## src/rtl/wprm_pkg.sv

```systemverilog
// Package for the waveform peak/RMS mipmap block: constants, command and status types.
// Used by wprm_ctrl, wprm_dp and waveform_peak_rms_mipmap.
`default_nettype none
package wprm_pkg;
	localparam int NUM_LEVELS       = 11;
	localparam int MAX_CHANNELS     = 8;
	localparam int SAMPLE_BITS      = 16;
	localparam int FRAME_COUNT_BITS = 24;
	localparam int LEVEL_BITS       = 4;
	localparam int CHAN_BITS        = 4;

	localparam logic [0:0] REG_CHANNEL_COUNT = 1'd0;
	localparam logic [0:0] REG_TOTAL_FRAMES  = 1'd1;

	typedef enum logic [2:0] {
		ST_IDLE,
		ST_LEVEL,
		ST_DIV,
		ST_SQRT,
		ST_EMIT
	} state_t;

	typedef struct packed {
		logic take;     // accept input sample
		logic lv_start; // start processing current level
		logic div_step;
		logic sqrt_step;
		logic emit;     // load output register
		logic skip;     // level has no result, move on
	} cmd_t;

	typedef struct packed {
		logic frame_ok; // accepted sample completed a frame within total_frames
		logic lv_active;
		logic lv_emits;
		logic div_done;
		logic sqrt_done;
		logic out_free;
	} sts_t;
endpackage
`default_nettype wire

```

## src/rtl/wprm_ctrl.sv

```systemverilog
// Controller state machine for the waveform mipmap block.
// Depends on wprm_pkg.
`default_nettype none
module wprm_ctrl (
	input  wire logic           clk,
	input  wire logic           arst_n,
	input  wire logic           in_valid,
	output logic                in_stall,
	input  wire wprm_pkg::sts_t sts,
	output wprm_pkg::cmd_t      cmd
);
	wprm_pkg::state_t state_q, state_d;

	always_ff @(posedge clk or negedge arst_n) begin
		if (!arst_n) state_q <= wprm_pkg::ST_IDLE;
		else state_q <= state_d;
	end

	always_comb begin
		state_d = state_q;
		unique case (state_q)
			wprm_pkg::ST_IDLE: begin
				if (in_valid) state_d = wprm_pkg::ST_LEVEL;
			end
			wprm_pkg::ST_LEVEL: begin
				if (!sts.frame_ok || !sts.lv_active) state_d = wprm_pkg::ST_IDLE;
				else if (sts.lv_emits) state_d = wprm_pkg::ST_DIV;
			end
			wprm_pkg::ST_DIV: begin
				if (sts.div_done) state_d = wprm_pkg::ST_SQRT;
			end
			wprm_pkg::ST_SQRT: begin
				if (sts.sqrt_done) state_d = wprm_pkg::ST_EMIT;
			end
			wprm_pkg::ST_EMIT: begin
				// higher levels still accumulate even when none of them emits
				if (sts.out_free) state_d = wprm_pkg::ST_LEVEL;
			end
			default: state_d = wprm_pkg::ST_IDLE;
		endcase
	end

	always_comb begin
		cmd = '0;
		in_stall = 1'b1;
		unique case (state_q)
			wprm_pkg::ST_IDLE: begin
				in_stall = 1'b0;
				cmd.take = in_valid;
			end
			wprm_pkg::ST_LEVEL: begin
				if (sts.frame_ok && sts.lv_active) begin
					cmd.lv_start = sts.lv_emits;
					cmd.skip = !sts.lv_emits;
				end
			end
			wprm_pkg::ST_DIV: cmd.div_step = 1'b1;
			wprm_pkg::ST_SQRT: cmd.sqrt_step = 1'b1;
			wprm_pkg::ST_EMIT: cmd.emit = sts.out_free;
			default: ;
		endcase
	end
endmodule
`default_nettype wire

```

## config.mk

```make
export PLATFORM = sky130hd
export DESIGN_NAME = wprm_ctrl
export DESIGN_NICKNAME = d
export VERILOG_FILES = /design/src/rtl/wprm_pkg.sv /design/src/rtl/wprm_ctrl.sv
export SDC_FILE = /design/constraint.sdc
export NUM_CORES = 1
export LEC_CHECK = 0
export BUFFER_PORTS_ARGS = -buffer_cell sky130_fd_sc_hd__buf_2
export CAP_MARGIN = 10
export CORE_AREA = 2 2 39 41
export CTS_BUF_LIST = sky130_fd_sc_hd__clkbuf_8
export CTS_CLUSTER_SIZE = 25
export DETAILED_ROUTE_END_ITERATION = 12
export DIE_AREA = 0 0 41 43
export HOLD_SLACK_MARGIN = 0.12
export PLACE_DENSITY = 0.45
export SLEW_MARGIN = 20
export SYNTH_ARGS = -nofsm -noshare
export SYNTH_HDL_FRONTEND = slang
export SYNTH_SLANG_ARGS = --single-unit
```

## constraint.sdc

```tcl
create_clock -name clk -period 1.3 [get_ports clk]
set_input_delay 0.26 -clock clk [delete_from_list [all_inputs] [get_ports clk]]
set_output_delay 0.26 -clock clk [all_outputs]
set_load 0.02 [all_outputs]
```

==> flow_metrics.py <==
metrics = {
    "run_status": {
        "status": "finished with violations",
        "violations": "negative setup slack",
    },
    "cells_and_area": {
        "seq_area_um2": 76.3,
        "largest_register_ffs": 3,
        "num-fill-cells": 151,
        "reg.largest.list": "state_q x3",
        "antenna_cells": 0,
        "drive_gt1_frac": 0.608,
        "layout.nets": 61,
        "top_register": "state_q",
        "multiInputGateArea_um2": 151,
        "fin_util": 0.328,
        "fin_cells": 67,
        "area_growth_pct": 111,
    },
    "global_route": {
        "grt_max_degree": 6,
        "grtUsageTotal": 0.0944,
        "grt_antenna_before_repair": 0,
        "grt-ovfl-total": 0,
        "grt_pass1_vias": 264,
        "grt_pass1_wl_um": 1000,
    },
    "critical_path": {
        "critPathLaunchType": "flop",
        "cp_max_fo": 5,
        "critical-path-top-delay-family": "simple AND/OR/NAND/NOR gates",
        "slowest_delay_ps": 410,
        "cp.arrival_ps": 1220,
        "crit_type": "flop to output pin",
        "crit_chain": "or3_4 -> nor2_4 -> buf_6",
        "worst-path-buf-inv": 1,
        "critPathSlowestCell": "or3_4",
        "cp.required_ps": 1040,
        "end_kind": "output pin",
    },
    "timing": {
        "max_freq_ghz": 0.675,
        "worst_slew_pin_slew_ps": 171,
        "maxSlewViolCount": 0,
        "rsz0062_at_grt": "true",
        "finalClockSkew_ps": 1.07,
        "maxSlewHeadroom": 0.886,
        "setup_slack_ps": -181,
        "min_period_ps": 1480,
        "fin_crit_sh": 1.14,
        "fin_tns_setup_ps": -886,
        "finalSetupViolCount": 7,
        "hold_violations": 0,
    },
    "synthesis": {
        "yosysUniqueCellTypes": 17,
        "synthFlopType": "dfrtp_1",
        "synthesis.instances": 26,
        "ys_seq_area_frac": 0.349,
        "synthTopCellsByArea": "dfrtp_1, nor2_1, o211ai_1",
        "synth_seq_cells": 3,
        "ys.warnings.count": 0,
        "avgSynthCellArea_um2": 8.28,
        "syn_area_um2": 215,
        "synth_edf_count": 0,
        "synth_top_area_cell": "dfrtp_1",
        "yosysMostFrequentCell": "nor2_1",
        "yosysTopAreaCellShare": 0.349,
        "syn_nets": 35,
        "synth_commonest_cells": "nor2_1, dfrtp_1, nand2_1, nor2b_1, o211ai_1",
        "async_reset_ff_frac": 1.00,
    },
    "drt": {
        "dr_total_vias": 279,
        "first_iter_violations": 2,
        "drtPass1Iterations": 3,
        "route.antenna.remaining_nets": 0,
        "finalWirelength_um": 635,
        "drcViolationCount": 0,
        "drt-vias-per-instance": 4.16,
        "wire_per_inst_um": 9.48,
    },
    "die": {
        "core-area_um2": 1380,
        "die_height_um": 43,
        "die_w_um": 41,
        "die-area_um2": 1760,
        "start_util": 0.156,
        "io_pins": 16,
        "fp-row-count": 14,
    },
    "pwr": {
        "leakage_nw": 0.237,
        "p_per_area_nw_per_um2": 2260,
        "p_seq_frac": 0.173,
        "ir_worst_vdd_mv": 0.539,
        "power_switching_mw": 0.372,
        "clockPowerShare": 0.254,
        "swShare": 0.363,
        "combPwrFrac": 0.573,
        "p_int_mw": 0.652,
    },
    "place": {
        "dp_cells": 59,
        "dp_slack_ps": 3.31,
        "routabilityCongestion": 0.664,
        "port_buffers": 15,
    },
    "run": {
        "max_cap_violations": 0,
    },
    "clock_tree": {
        "root_buffer": "clkbuf_8",
        "cts_buffers": 3,
        "cts_sinks": 3,
        "clk_pin_slew_worst_paths_ps": 30,
        "cts_buffer_depth": 2,
        "clk-insertion-delay-late_ps": 210,
        "cts_tree": "built",
        "cts_max_level": 1,
    },
    "min_path": {
        "hp-class": "primary input to flop",
    },
}
==> power groups by stage <==
stage | clock, mW | sequential (mW) | combinational (mW)
3_3_place_gp | 0 | 0.172 | 0.459
2_1_floorplan | 0 | 0.168 | 0.309
4_1_cts | 0.269 | 0.178 | 0.589
6_report | 0.261 | 0.177 | 0.587
3_5_place_dp | 0 | 0.174 | 0.458
5_1_grt | 0.274 | 0.184 | 0.640
==> final cells by class <==
type / count / share of cell area
inverters: 1 / 0.00826
repair buffers: 22 / 0.347
well taps: 16 / 0.0441
flip-flops and latches: 3 / 0.168
clock buffers: 3 / 0.0909
multi-input cells: 21 / 0.333
clock inverters: 1 / 0.00826
==> cells by family (layout without fill, tap and decap cells) <==
group	Yosys count	count (layout)	synth area share
AND/OR/NAND/NOR	16	16	0.413
AO/OA/AOI/OAI	4	4	0.134
flip-flops	3	3	0.349
buffers and inverters	2	27	0.0523
multiplexers	1	1	0.0523
==> routing by layer <==
metal | track usage | part of all wire
met5 | 0 | 0
met4 | 0.120 | 0.030
met3 | 0.0314 | 0.083
met2 | 0.125 | 0.48
met1 | 0.0965 | 0.41
==> cells in the final DEF, fill, tap and decap left out, types with 2 or more instances in the layout <==
master	n
buf_2	10
buf_4	7
buf_6	4
clkbuf_8	3
dfrtp_1	2
inv_1	2
nand2_1	3
nor2_1	2
o211ai_1	2
==> path summary, 6_finish.rpt <==
| check | from | endpoint | slack, ps | depth (start not counted) |
|---|---|---|---|---|
| max | state_q[1] | cmd[5] | -180 | 3 |
| min | sts[0] | state_q[2] | 270 | 2 |
| max reg2reg | state_q[2] | state_q[0] | 150 | 4 |
| min reg2reg | state_q[2] | state_q[1] | 670 | 2 |
| max in group asynchronous | arst_n | state_q[2] | 810 | 2 |
| min in group asynchronous | arst_n | state_q[0] | 370 | 2 |
==> stage by stage <==
stage | power, mW | area [um^2] | hold slack [ps]
detailed placement | 0.632 | 338 | 61.2
CTS | 1.04 | 454 | 271
global route | 1.10 | 454 | 288
finish | 1.02 | 454 | 272
floorplan | 0.478 | 228 | -35.6
global placement | 0.631 | 338 | 58.5
==> timing repair <==
action	in CTS	in global routing
buffers inserted	3	0
setup endpoints to repair	7	7
hold buffers	1	0
gates resized for setup	13	0
endpoints found under the hold margin	3	0
pin swaps	4	2
(Power assumes the default switching activity.)
